<file path="src/rtl/core/utf8s_pkg.sv">
`timescale 1ns / 1ps

package utf8s_pkg;

	localparam logic [7:0] REPL_BYTE = 8'h3F;
	localparam int unsigned MAX_RESULTS = 4;
	localparam int unsigned HELD_DEPTH = 3;

	typedef logic [7:0] byte_t;

	// pending partial sequence: lead byte first
	typedef struct packed {
		byte_t [HELD_DEPTH-1:0] bytes;
		logic [1:0] count;
	} held_t;

	// up to four result bytes caused by one request
	typedef struct packed {
		byte_t [MAX_RESULTS-1:0] bytes;
		logic [2:0] n;
	} step_res_t;

	// total sequence length started by b, 0 when b cannot lead
	function automatic logic [2:0] seq_len(input byte_t b);
		logic [2:0] len;
		if (b[7] == 1'b0) begin
			len = 3'd1;
		end else if (b[7:5] == 3'b110) begin
			len = 3'd2;
		end else if (b[7:4] == 4'b1110) begin
			len = 3'd3;
		end else if (b[7:3] == 5'b11110) begin
			len = 3'd4;
		end else begin
			len = 3'd0;
		end
		return len;
	endfunction

endpackage

</file>
<file path="src/rtl/core/utf8s_step.sv">
`timescale 1ns / 1ps

module utf8s_step import utf8s_pkg::*; (
	input  held_t     held,
	input  byte_t     in_byte,
	input  logic      in_final,
	output step_res_t res,
	output held_t     held_nxt
);

	logic [2:0] need;
	logic [2:0] hc_ext;
	logic       is_cont;
	logic       fresh;
	logic       surr;
	logic [2:0] len;
	logic [2:0] na;
	logic       nb;
	logic [1:0] nc;
	byte_t      fb;
	byte_t [MAX_RESULTS-1:0] a;
	logic [2:0] nab;

	always_comb begin
		need     = seq_len(held.bytes[0]);
		hc_ext   = {1'b0, held.count};
		is_cont  = (in_byte[7:6] == 2'b10);
		len      = seq_len(in_byte);
		// code point D800..DFFF: low nibble of lead is D and top payload bit of second is set
		surr     = (need == 3'd3) && (held.bytes[0][3:0] == 4'hD) && held.bytes[1][5];
		held_nxt = held;
		fresh    = 1'b1;
		na       = 3'd0;
		nb       = 1'b0;
		fb       = REPL_BYTE;
		for (int k = 0; k < MAX_RESULTS; k++) begin
			a[k] = REPL_BYTE;
		end

		if (held.count != 2'd0) begin
			if (need < 3'd2 || hc_ext >= need || !is_cont) begin
				// broken sequence: held bytes become replacements
				na = hc_ext;
				held_nxt.count = 2'd0;
			end else begin
				fresh = 1'b0;
				if (hc_ext + 3'd1 == need) begin
					if (surr) begin
						na = 3'd3;
					end else begin
						na = need;
						for (int k = 0; k < HELD_DEPTH; k++) begin
							a[k] = (3'(k) < hc_ext) ? held.bytes[k] : in_byte;
						end
						a[MAX_RESULTS-1] = in_byte;
					end
					held_nxt.count = 2'd0;
				end else begin
					for (int k = 0; k < HELD_DEPTH; k++) begin
						if (2'(k) == held.count) begin
							held_nxt.bytes[k] = in_byte;
						end
					end
					held_nxt.count = held.count + 2'd1;
				end
			end
		end

		if (fresh) begin
			if (len == 3'd1) begin
				nb = 1'b1;
				fb = in_byte;
			end else if (len == 3'd0) begin
				nb = 1'b1;
				fb = REPL_BYTE;
			end else begin
				held_nxt.bytes[0] = in_byte;
				held_nxt.count    = 2'd1;
			end
		end

		// final byte flushes whatever is still pending
		nc = 2'd0;
		if (in_final) begin
			nc = held_nxt.count;
			held_nxt.count = 2'd0;
		end

		nab   = na + {2'b00, nb};
		res.n = nab + {1'b0, nc};
		for (int k = 0; k < MAX_RESULTS; k++) begin
			if (3'(k) < na) begin
				res.bytes[k] = a[k];
			end else if (3'(k) < nab) begin
				res.bytes[k] = fb;
			end else begin
				res.bytes[k] = REPL_BYTE;
			end
		end
	end

endmodule

</file>
<file path="src/rtl/core/utf8_stream_sanitizer.sv">
`timescale 1ns / 1ps
// a request is registered in the input stage, and its results load the output buffer
// once that buffer is free; results are offered from its bottom slot
// throughput: one request per cycle while each yields at most one result and the output is
// ready; a request yielding n results holds the next one while they drain through the
// single output byte lane
// reset: arst_n clears the pending sequence, the input valid flag and the output count

module utf8_stream_sanitizer import utf8s_pkg::*; (
	input  logic  clk,
	input  logic  arst_n,
	input  logic  in_valid,
	output logic  in_ready,
	input  byte_t in_byte,
	input  logic  in_final,
	output logic  out_valid,
	input  logic  out_ready,
	output byte_t out_byte,
	output logic  run_last,
	output logic  string_done
);

	logic      valid_s1;
	byte_t     byte_s1;
	logic      final_s1;
	held_t     held_q;
	held_t     held_nxt;
	step_res_t res;
	byte_t [MAX_RESULTS-1:0] obuf_q;
	logic [2:0] ocnt_q;
	logic       ofin_q;
	logic       pop;
	logic       buf_free;
	logic       process;

	utf8s_step u_step (
		.held     (held_q),
		.in_byte  (byte_s1),
		.in_final (final_s1),
		.res      (res),
		.held_nxt (held_nxt)
	);

	assign pop      = out_valid && out_ready;
	assign buf_free = (ocnt_q == 3'd0) || (ocnt_q == 3'd1 && out_ready);
	assign process  = valid_s1 && buf_free;
	assign in_ready = !valid_s1 || process;

	assign out_valid   = (ocnt_q != 3'd0);
	assign out_byte    = obuf_q[0];
	assign run_last    = (ocnt_q == 3'd1);
	assign string_done = (ocnt_q == 3'd1) && ofin_q;

	always_ff @(posedge clk or negedge arst_n) begin
		if (!arst_n) begin
			valid_s1 <= 1'b0;
		end else if (in_ready) begin
			valid_s1 <= in_valid;
		end
	end

	always_ff @(posedge clk) begin
		if (in_ready && in_valid) begin
			byte_s1  <= in_byte;
			final_s1 <= in_final;
		end
	end

	always_ff @(posedge clk or negedge arst_n) begin
		if (!arst_n) begin
			held_q <= '0;
		end else if (process) begin
			held_q <= held_nxt;
		end
	end

	always_ff @(posedge clk or negedge arst_n) begin
		if (!arst_n) begin
			ocnt_q <= 3'd0;
			ofin_q <= 1'b0;
		end else if (process) begin
			ocnt_q <= res.n;
			ofin_q <= final_s1;
		end else if (pop) begin
			ocnt_q <= ocnt_q - 3'd1;
		end
	end

	// results drain from the bottom slot, the rest shift down
	always_ff @(posedge clk) begin
		if (process) begin
			obuf_q <= res.bytes;
		end else if (pop) begin
			for (int k = 0; k < MAX_RESULTS - 1; k++) begin
				obuf_q[k] <= obuf_q[k+1];
			end
		end
	end

endmodule

</file>
<file path="config.mk">
export PLATFORM = sky130hd
export DESIGN_NAME = utf8_stream_sanitizer
export DESIGN_NICKNAME = d
export VERILOG_FILES = /design/src/rtl/core/utf8s_pkg.sv /design/src/rtl/core/utf8s_step.sv /design/src/rtl/core/utf8_stream_sanitizer.sv
export SDC_FILE = /design/constraint.sdc
export NUM_CORES = 1
export LEC_CHECK = 0
export ABC_AREA = 1
export BUFFER_PORTS_ARGS = -buffer_cell sky130_fd_sc_hd__buf_2
export CORE_ASPECT_RATIO = 2
export CORE_MARGIN = 2
export CORE_UTILIZATION = 50
export DETAILED_ROUTE_END_ITERATION = 7
export PLACE_DENSITY = 0.68
export SYNTH_ARGS = -nofsm -noshare
export SYNTH_HDL_FRONTEND = slang
export SYNTH_SLANG_ARGS = --single-unit
</file>
<file path="constraint.sdc">
create_clock -name clk -period 4 [get_ports clk]
set_clock_uncertainty 0.1 [all_clocks]
set_input_delay 1.2 -clock clk [delete_from_list [all_inputs] [get_ports clk]]
set_output_delay 1.2 -clock clk [all_outputs]
set_load 0.02 [all_outputs]
</file>
## Yosys cells after proc, flatten, opt, wreduce, memory -nomap -nowiden

Cells that the tools add are included.

- Register bits after elaboration: 72
- Bits of input ports: 13
- Output and inout port bits: 12
- Word-level logic and storage cells: 117

- $add $sub $neg: 5
- Order comparisons: 13
- Equality and inequality tests: 14
- Mux-type cells: 49
- Bitwise gates (word level): 2
- Reduce and logical (&&, ||, !) cells: 21

Operators by type and width:

| kind | count |
|---|---|
| 32-bit 2-to-1 mux | 4 |
| 8-bit 2-to-1 mux | 16 |
| 24-bit 2-to-1 mux | 2 |
| 3-bit 2-to-1 mux | 14 |
| 10-bit 2-to-1 mux | 4 |
| 4-bit == test, second input constant | 3 |
| 1-bit by 3-bit < comparator with 1-bit output, first input constant | 4 |
| 2-bit by 3-bit < comparator with 1-bit output, first input constant | 4 |
| 5-bit == test, second input constant | 2 |
| 5-bit AND reduction | 2 |
| 2-bit 2-to-1 mux | 4 |
| 1-bit logical AND | 7 |
| 3-bit by 1-bit == test with 1-bit output, second input constant | 2 |
| 3-bit == test, second input constant | 2 |
| 3-bit logical NOT | 2 |
| 1-bit 2-to-1 mux | 5 |
| 1-bit logical OR | 4 |
| 1-bit by 2-bit < comparator with 1-bit output, first input constant | 2 |
| 2-bit nonzero test | 2 |
| 2-bit by 1-bit adder with 3-bit output, second input constant | 1 |
| 3-bit by 1-bit adder with 3-bit output | 1 |
| 3-bit by 2-bit adder with 3-bit output | 1 |
| 3-bit by 2-bit == test with 1-bit output, second input constant | 1 |
| 3-bit == test | 1 |
| 12 further kinds | 14 |

## Longest topological paths before layout

Gate-level depths: netlist (run 1).

- Depth in word-level cells: 17
- Gate-level depth with buffers: 25
- Depth with buffers taken out: 25

## By module

A second synthesis (run 1) with hierarchy kept.

- Cell total of the unflattened synthesis: 607
- Area, all modules: 4603.2 um^2

By module, submodules not included:

| module | instances | cells an instance | area each (um^2) | seq. area each (um^2) |
|---|---|---|---|---|
| utf8_stream_sanitizer | 1 | 283 | 2965.3 | 2006.9 |
| utf8s_step | 1 | 324 | 1637.8 | 0.0 |

## Worst setup path before layout (run 1)

OpenSTA, ideal clock, no wires.

- Path type: register to register
- Start: reg held_q[6] (netlist bit)
- End: reg ocnt_q[1]
- Library setup time: 0.155 ns
- Arrival time: 2.785 ns
- Required time: 3.745 ns
- Path slack: 0.960 ns
- Cell stages (with the launch flop): 20
- Path buffers: 0
- Period minus slack after synthesis: 3.040 ns
- Cells stage by stage: dfrtp_1 > nor2_1 > nand2_1 > nand2_1 > ha_1 > inv_1 > nand2_1 > nand2_1 > nand3_1 > nand2_1 > nand2_1 > inv_1 > nand2_1 > nand2_1 > inv_1 > ha_1 > ha_1 > fa_1 > o211ai_1 > o21ai_0

- Longest elaborated chain between the ends: 16
- Elaborated cells on any way between the ends: 31
- Those cells by class: add/sub: 2; order compare: 2; eq/ne: 4; mux: 19; reduce/logical: 4

RTL lines:

| item | line | RTL |
|---|---|---|
| start: declaration | utf8_stream_sanitizer.sv:26 | `held_t held_q;` |
| start signal: assignment | utf8_stream_sanitizer.sv:73 | `held_q <= held_nxt;` |
| 5-bit == test | utf8s_pkg.sv:32 | `end else if (b[7:3] == 5'b11110) begin` |
| 3-bit 2-to-1 mux | utf8s_pkg.sv:32 |  |
| 3-bit 2-to-1 mux * | utf8s_pkg.sv:30 | `end else if (b[7:4] == 4'b1110) begin` |
| 3-bit 2-to-1 mux * | utf8s_pkg.sv:28 | `end else if (b[7:5] == 3'b110) begin` |
| 3-bit 2-to-1 mux * | utf8s_pkg.sv:26 | `if (b[7] == 1'b0) begin` |
| parallel branches: the longest is 9 deep, another holds 3-bit by 2-bit < comparator with 1-bit output | - |  |
| 3-bit by 2-bit adder with 3-bit output * | utf8s_step.sv:90 | `res.n = nab + {1'b0, nc};` |
| 3-bit 2-to-1 mux * | utf8_stream_sanitizer.sv:81 | `end else if (process) begin` |
| end signal: assignment | utf8_stream_sanitizer.sv:82 | `ocnt_q <= res.n;` |
| end signal: assignment | utf8_stream_sanitizer.sv:85 | `ocnt_q <= ocnt_q - 3'd1;` |
| end: declaration | utf8_stream_sanitizer.sv:30 | `logic [2:0] ocnt_q;` |

Every way passes the cells marked *.
A chain may end at the register's enable or synchronous reset.

## Final worst setup path (run 1)

- Start: reg held_q[1] (netlist bit)
- End: reg obuf_q (netlist bit out_byte[6]), data pin

- Longest elaborated chain between the ends: 11
- Elaborated cells on any way between the ends: 25
- Those cells by class: add/sub: 2; order compare: 4; eq/ne: 1; mux: 15; reduce/logical: 3

RTL lines:

| item | line | RTL |
|---|---|---|
| 2-bit by 3-bit greater-or-equal comparator with 1-bit output | utf8s_step.sv:41 | `if (need < 3'd2 \|\| hc_ext >= need \|\| !is_cont) begin` |
| 1-bit logical OR (2 in series) | utf8s_step.sv:41 |  |
| 1-bit 2-to-1 mux | utf8s_step.sv:41 |  |
| 1-bit 2-to-1 mux | utf8s_step.sv:40 | `if (held.count != 2'd0) begin` |
| 1-bit 2-to-1 mux | utf8s_step.sv:69 | `if (fresh) begin` |
| 3-bit by 1-bit adder with 3-bit output | utf8s_step.sv:89 | `nab = na + {2'b00, nb};` |
| 1-bit by 3-bit < comparator with 1-bit output | utf8s_step.sv:94 | `end else if (3'(k) < nab) begin` |
| 8-bit 2-to-1 mux | utf8s_step.sv:94 |  |
| 8-bit 2-to-1 mux * | utf8s_step.sv:92 | `if (3'(k) < na) begin` |
| 24-bit 2-to-1 mux * | utf8_stream_sanitizer.sv:91 | `if (process) begin` |
| end signal: assignment | utf8_stream_sanitizer.sv:92 | `obuf_q <= res.bytes;` |
| end signal: indexed assignment | utf8_stream_sanitizer.sv:95 | `obuf_q[k] <= obuf_q[k+1];` |
| end: declaration | utf8_stream_sanitizer.sv:29 | `byte_t [MAX_RESULTS-1:0] obuf_q;` |

Every way passes the cells marked *; elsewhere a longest branch is shown, timed or not.

==> flow_summary.ini, run 1 <==
[timing]
min_period_over_period = 0.8456
tightest_slew_ps = 969.3
setup_viol = 0
hold_viol_final = 0
setup_tns_ps = 0
fin_ws_ps = 617.7
rsz0062_at_grt = no
relSlewSlack = 0.3531
fmax_mhz = 295.7
min_period_ps = 3382
finalMaxSlewViolations = 0

[cells_and_area]
area_growth_pct = 11.00
num_antenna_cells = 0
final_nets = 569
drive_above_1_share = 0.1311
final_common_cell = nand2_1
fillers = 775
layout_common_cells = nand2_1 (161), inv_1 (77), edfxtp_1 (41)
utilization = 0.5707

[clock_tree]
cts.sinks = 72
cts_tree = built
cts_made_buffers = 9
clock_latency_ps = 340
clockBufferDepth = 2
cts_resized = 0
root_buffer = clkbuf_16
h-tree-depth = 3
postCtsSetupRepairBufs = 0
ctsHoldBuffers = 0
path_clk_slew_ps = 60

[hold_path]
min_to = held_q[17]$_DFFE_PN0P_
min_path_cells = 2
hp-class = reg2reg
hp-start = held_q[17]$_DFFE_PN0P_

[logic_synthesis]
synthCells = 530
syn-num-nets = 555
synth_edf_count = 41
yosysUniqueCellTypes = 36
synthArstFlopShare = 0.4306
synth_area_um2 = 4233
synth_sequential_area_ratio = 0.4741
ys_ff_latch = 72
syn_avg_cell_area_um2 = 7.986
yosys_warnings = 0
synthFlopType = edfxtp_1

[drt]
dr.max_layer_used = met4
drtIter0Drc = 310
wirelength_um = 10020
vias_per_cell = 5.354
vias = 3464
first_pass_iters = 5
routedWlPerCell_um = 15.49
ant_nets = 0
routedLengthMet1_um = 3703
dr_wl_met3_um = 410
drcViolationCount = 0
wl_met2_um = 5285

[floorplanning]
die_h_um = 134.1
pin_count = 25
die-area_um2 = 9262
start_util = 0.5141
core_area_um2 = 8233
rows = 47
die_width_um = 69.06

[critical_path]
crit_chain = ha_1, nand3_1, nand2_1, nand3_1, nand2_1, nand2_1, inv_1, ha_1, ha_1, inv_1, nand2_4, nand4_2, nand2_1, a21oi_1
reg2regPathDepth = 14
cpPeakStageDelay_ps = 610
cp-end-kind = register
cp_max_fo = 18
crit_arrival_ps = 3370
reg2reg_to = out_byte[6]$_DFFE_PP_
rr_startpoint = held_q[1]$_DFFE_PN0P_
slowest_stage = ha_1
critPathLaunchType = register
crit_type = reg2reg
timing.critical_path.mode_cell = nand2_1
critPathRequiredTime_ps = 3990
ff2ff_setup_slack_ps = 620

[global_route]
grtUsageTotal = 0.2306
antenna_found_initial = 0
grt_pass1_vias = 3455
grt_max_degree = 39
grt_pass1_wl_um = 16510
grt.overflow.total = 0

[placement]
port_buffers = 24
pre_cts_ws_ps = 584.1
hpwl_um = 7534
place.gp.congestion = 0.9071

[flow_run]
maxCapViolCount = 0

[pwr]
powerDensity_nw_per_um2 = 794.7
finalPower_uw = 3734
leakage_uw = 0.002314
ir_drop_uv = 593.9

[status]
status = completed
-- where the power goes --
part           switching (uW)  internal [uW]
sequential                134           1140
combinational            1100            477
clock                     294            595
-- worst max-delay path, delay by kind of cell (launching register included) --
kind                       cells  cell delay (ps)
AOI/OAI and AO/OA              1               60
and+or+nand+nor                8             1190
adders and majority gates      3             1060
buffers and inverters          2              200
DFF                            1              530
-- metrics by stage --
stage               hold slack (ps)  cell area, um2  std cells
global placement              336.2            4364        631
finish                        355.3            4698        647
detailed placement            342.1            4364        631
global route                  380.6            4698        647
floorplan                     322.0            4233        530
CTS                           355.4            4698        647
-- layer usage --
layer  up-vias  track usage
li1       1728            -
met1      1585       0.2453
met2       118       0.4049
met3        33      0.02705
met4         0       0.1830
met5         -            0
-- synthesized netlist by cell type (2+ instances only) --
master	count	area (um2)
nand2_1	161	604.3
inv_1	77	289.0
edfxtp_1	41	1231
o21ai_0	40	200.2
nand3_1	39	195.2
dfrtp_1	31	775.7
nor2_1	31	116.4
a21oi_1	15	75.07
ha_1	11	137.6
clkbuf_1	10	37.54
buf_4	8	60.06
nand2_2	8	50.05
inv_2	7	26.28
a32oi_1	6	52.55
buf_2	5	25.02
o21ai_1	5	25.02
nand4_1	4	25.02
nand2_4	3	33.78
o21bai_1	3	22.52
o22ai_1	3	18.77
buf_6	2	22.52
nand3_2	2	20.02
nand3_4	2	35.03
nand4_2	2	25.02
nor2_2	2	12.51
o211ai_1	2	15.01
-- registers in the layout, summed over array words and instances, names as in the netlist --
name and count:
held_q 26, obuf_q 24, byte_s1 8, out_byte 8, ocnt_q 3, final_s1 1, ofin_q 1, valid_s1 1
-- kinds of logic (layout without fill, tap and decap cells) --
kind of cell | count (synthesis) | in the layout | share of synthesized area
AOI/OAI and AO/OA | 76 | 76 | 0.1005
and+or+nand+nor | 259 | 259 | 0.2764
adders and majority gates | 12 | 12 | 0.03724
xor gates and xnor gates | 1 | 1 | 0.002070
DFF | 72 | 72 | 0.4741
buffers and inverters | 110 | 129 | 0.1097
-- cell type report --
type | count | area (um2) | area share
clock buffer | 13 | 270.3 | 0.05752
tap | 98 | 122.6 | 0.02610
inverter | 84 | 315.3 | 0.06711
multi-input combinational | 348 | 1762 | 0.3750
sequential | 72 | 2007 | 0.4272
timing repair buffer | 29 | 157.7 | 0.03356
clock inverter | 3 | 63.81 | 0.01358
-- worst max-delay path by stage --
stage | from | endpoint | slack (ps) | cells after the start
2_1_floorplan | held_q[6]$_DFFE_PN0P_ | ocnt_q[1]$_DFFE_PN0P_ | 960 | 19
3_3_place_gp | held_q[1]$_DFFE_PN0P_ | ocnt_q[1]$_DFFE_PN0P_ | 650 | 12
3_5_place_dp | held_q[1]$_DFFE_PN0P_ | out_byte[6]$_DFFE_PP_ | 580 | 14
4_1_cts | held_q[1]$_DFFE_PN0P_ | out_byte[6]$_DFFE_PP_ | 600 | 14
5_1_grt | held_q[1]$_DFFE_PN0P_ | out_byte[6]$_DFFE_PP_ | 230 | 14
6_report | held_q[1]$_DFFE_PN0P_ | out_byte[6]$_DFFE_PP_ | 620 | 14
Note: power is estimated with default switching activity, not from simulation.
==> run 2, diff against run 1 <==
--- a/config.mk
+++ b/config.mk
@@ -5,13 +5,13 @@
 export SDC_FILE = /design/constraint.sdc
 export NUM_CORES = 1
 export LEC_CHECK = 0
-export ABC_AREA = 1
+export ABC_AREA = 0
 export BUFFER_PORTS_ARGS = -buffer_cell sky130_fd_sc_hd__buf_2
 export CORE_ASPECT_RATIO = 2
 export CORE_MARGIN = 2
 export CORE_UTILIZATION = 50
 export DETAILED_ROUTE_END_ITERATION = 7
-export PLACE_DENSITY = 0.68
+export PLACE_DENSITY = 0.7
 export SYNTH_ARGS = -nofsm -noshare
 export SYNTH_HDL_FRONTEND = slang
 export SYNTH_SLANG_ARGS = --single-unit
==> constraint.sdc (replaced) <==
create_clock -name clk -period 3.1 [get_ports clk]
set_clock_uncertainty 0.1 [all_clocks]
set_input_delay 0.93 -clock clk [delete_from_list [all_inputs] [get_ports clk]]
set_output_delay 0.93 -clock clk [all_outputs]
set_load 0.02 [all_outputs]
==> flow_summary.ini, run 2 <==
[global_route]
grt_pass1_wl_um = 14570
grtUsageTotal = 0.2316
grt_max_degree = 32
grt_pass1_vias = 2940
antenna_found_initial = 0
grt.overflow.total = 0

[cells_and_area]
stdcell_count = 490
drive_above_1_share = 0.3838
area_growth_pct = 22.82
largest_reg_flops = 26
utilization = 0.6342
num_antenna_cells = 0
regMostFlops = held_q
final_common_cell = edfxtp_1
reg.largest.list = held_q (26), obuf_q (24)
layout_common_cells = edfxtp_1 (41), buf_4 (40), dfrtp_1 (30)
final_nets = 416
final_area_um2 = 4821

[timing]
min_period_ps = 3118
tightest_slew_ps = 841.7
min_period_over_period = 1.006
fmax_mhz = 320.7
relSlewSlack = 0.4374
fin_ws_ps = -18.09
hold_viol_final = 0
setup_viol = 1
finalMaxSlewViolations = 0
rsz0062_at_grt = yes
setup_tns_ps = -18.09

[drt]
routedWlPerCell_um = 18.70
drcViolationCount = 0
vias = 2854
wirelength_um = 9163
first_pass_iters = 7
ant_nets = 0
drtIter0Drc = 174
vias_per_cell = 5.824

[pwr]
leakage_uw = 0.001957
ir_drop_uv = 531.8
powerDensity_nw_per_um2 = 951.6

[placement]
hpwl_um = 6604
place.gp.congestion = 0.9368
dp.cells = 471
placed_area_um2 = 4362
pre_cts_ws_ps = -115.3
port_buffers = 24

[logic_synthesis]
yosysUniqueCellTypes = 62
synth_top_area_frac = 0.3137
yosys.area.top_type = edfxtp_1
synthFlopType = edfxtp_1
synthCells = 340
synth_area_um2 = 3925
synth_most_common_cell = edfxtp_1
synth_edf_count = 41
synthArstFlopShare = 0.4306
ys_ff_latch = 72
syn-num-nets = 365
synth_commonest_cells = edfxtp_1 (41), dfrtp_1 (31), nand2_1 (30)
ys_top_cells_by_area = edfxtp_1 (31%), dfrtp_1 (20%), mux2_2 (3.7%)
syn_avg_cell_area_um2 = 11.54
yosys_warnings = 0
synth_sequential_area_ratio = 0.5113

[status]
violations = negative setup slack
status = complete, but fails checks

[floorplanning]
pin_count = 25
die_h_um = 129.3
die_width_um = 66.65
start_util = 0.5164
rows = 45
core_area_um2 = 7601
die-area_um2 = 8618

[critical_path]
crit_arrival_ps = 3100
critPathRequiredTime_ps = 3080
cp_max_fo = 10
cp-end-kind = register
critPathLaunchType = register
crit_type = reg2reg

[flow_run]
maxCapViolCount = 0

[clock_tree]
h-tree-depth = 3
root_buffer = clkbuf_16
path_clk_slew_ps = 60
clock_latency_ps = 330
cts_tree = built
cts.sinks = 72
cts_made_buffers = 9
clockBufferDepth = 2

[hold_path]
hp-class = reg2reg
[run 2: final timing paths]
check | from | endpoint | slack, ps | depth (start not counted)
min in group asynchronous | arst_n | held_q[1]$_DFFE_PN0P_ | 560 | 1
setup / recovery | held_q[1]$_DFFE_PN0P_ | out_byte[6]$_DFFE_PP_ | -20 | 11
hold / removal | ofin_q$_DFFE_PN0P_ | ofin_q$_DFFE_PN0P_ | 360 | 2
setup reg to reg | held_q[1]$_DFFE_PN0P_ | out_byte[6]$_DFFE_PP_ | -20 | 11
hold reg to reg | ofin_q$_DFFE_PN0P_ | ofin_q$_DFFE_PN0P_ | 360 | 2
max in group asynchronous | arst_n | held_q[9]$_DFFE_PN0P_ | 1810 | 1
[run 2: layout make-up]
class                           instances  area [um2]
Fill cell                             602        2780
Sequential cell                        72        2008
Multi-Input combinational cell        233        1924
Timing Repair Buffer                   66       442.9
Clock buffer                           11       252.7
Tap cell                               94       117.6
Clock inverter                          5       38.79
Inverter                                9       36.28
[run 2: cells by family (layout without fill, tap and decap cells)]
family | Yosys count | in the layout | synth area share
buffers and inverters | 35 | 91 | 0.04845
flip-flops | 72 | 72 | 0.5113
multiplexers | 29 | 29 | 0.08575
AO/OA/AOI/OAI | 73 | 73 | 0.1364
adder cells (fa/ha/maj) | 12 | 12 | 0.04017
XOR/XNOR | 2 | 2 | 0.004464
AND/OR/NAND/NOR | 117 | 117 | 0.1734
[run 2: where the power goes]
part	internal, uW	total, uW	switching, uW
combinational	1010	2180	1170
sequential	1270	1420	148
clock	589	989	400
[run 2: through the flow]
| step | power [uW] | hold WS (ps) |
|---|---|---|
| after floorplan | 2763 | 334.4 |
| after global placement | 3340 | 350.0 |
| after detailed placement | 3374 | 356.9 |
| after CTS | 4516 | 370.6 |
| after global routing | 4858 | 386.4 |
| final | 4588 | 363.7 |
[run 2: layer usage]
metal  up-vias  wire [um]  global-route usage
met5         -          0                   0
met4         0        327              0.1309
met3        30        268             0.03733
met2        63       5007              0.4153
met1      1391       3560              0.2503
li1       1370          -                   -
[run 2: repair_timing]
action | 4_1_cts | 5_1_grt
pin swaps | 9 | 13
hold buffers | 0 | 0
endpoints found under the hold margin | 0 | 0
buffers inserted | 3 | 0
resized for setup | 13 | 21
endpoints found under the setup margin | 21 | 28
[run 2: critical path: stages, from the launching register on]
cell,delay [ps]
dfrtp_1,420
ha_1,270
buf_4,220
nand3b_1,230
o311ai_4,250
a41o_1,240
ha_2,200
ha_4,210
or3_4,380
nand3_2,70
nor4_1,50
a211o_1,220
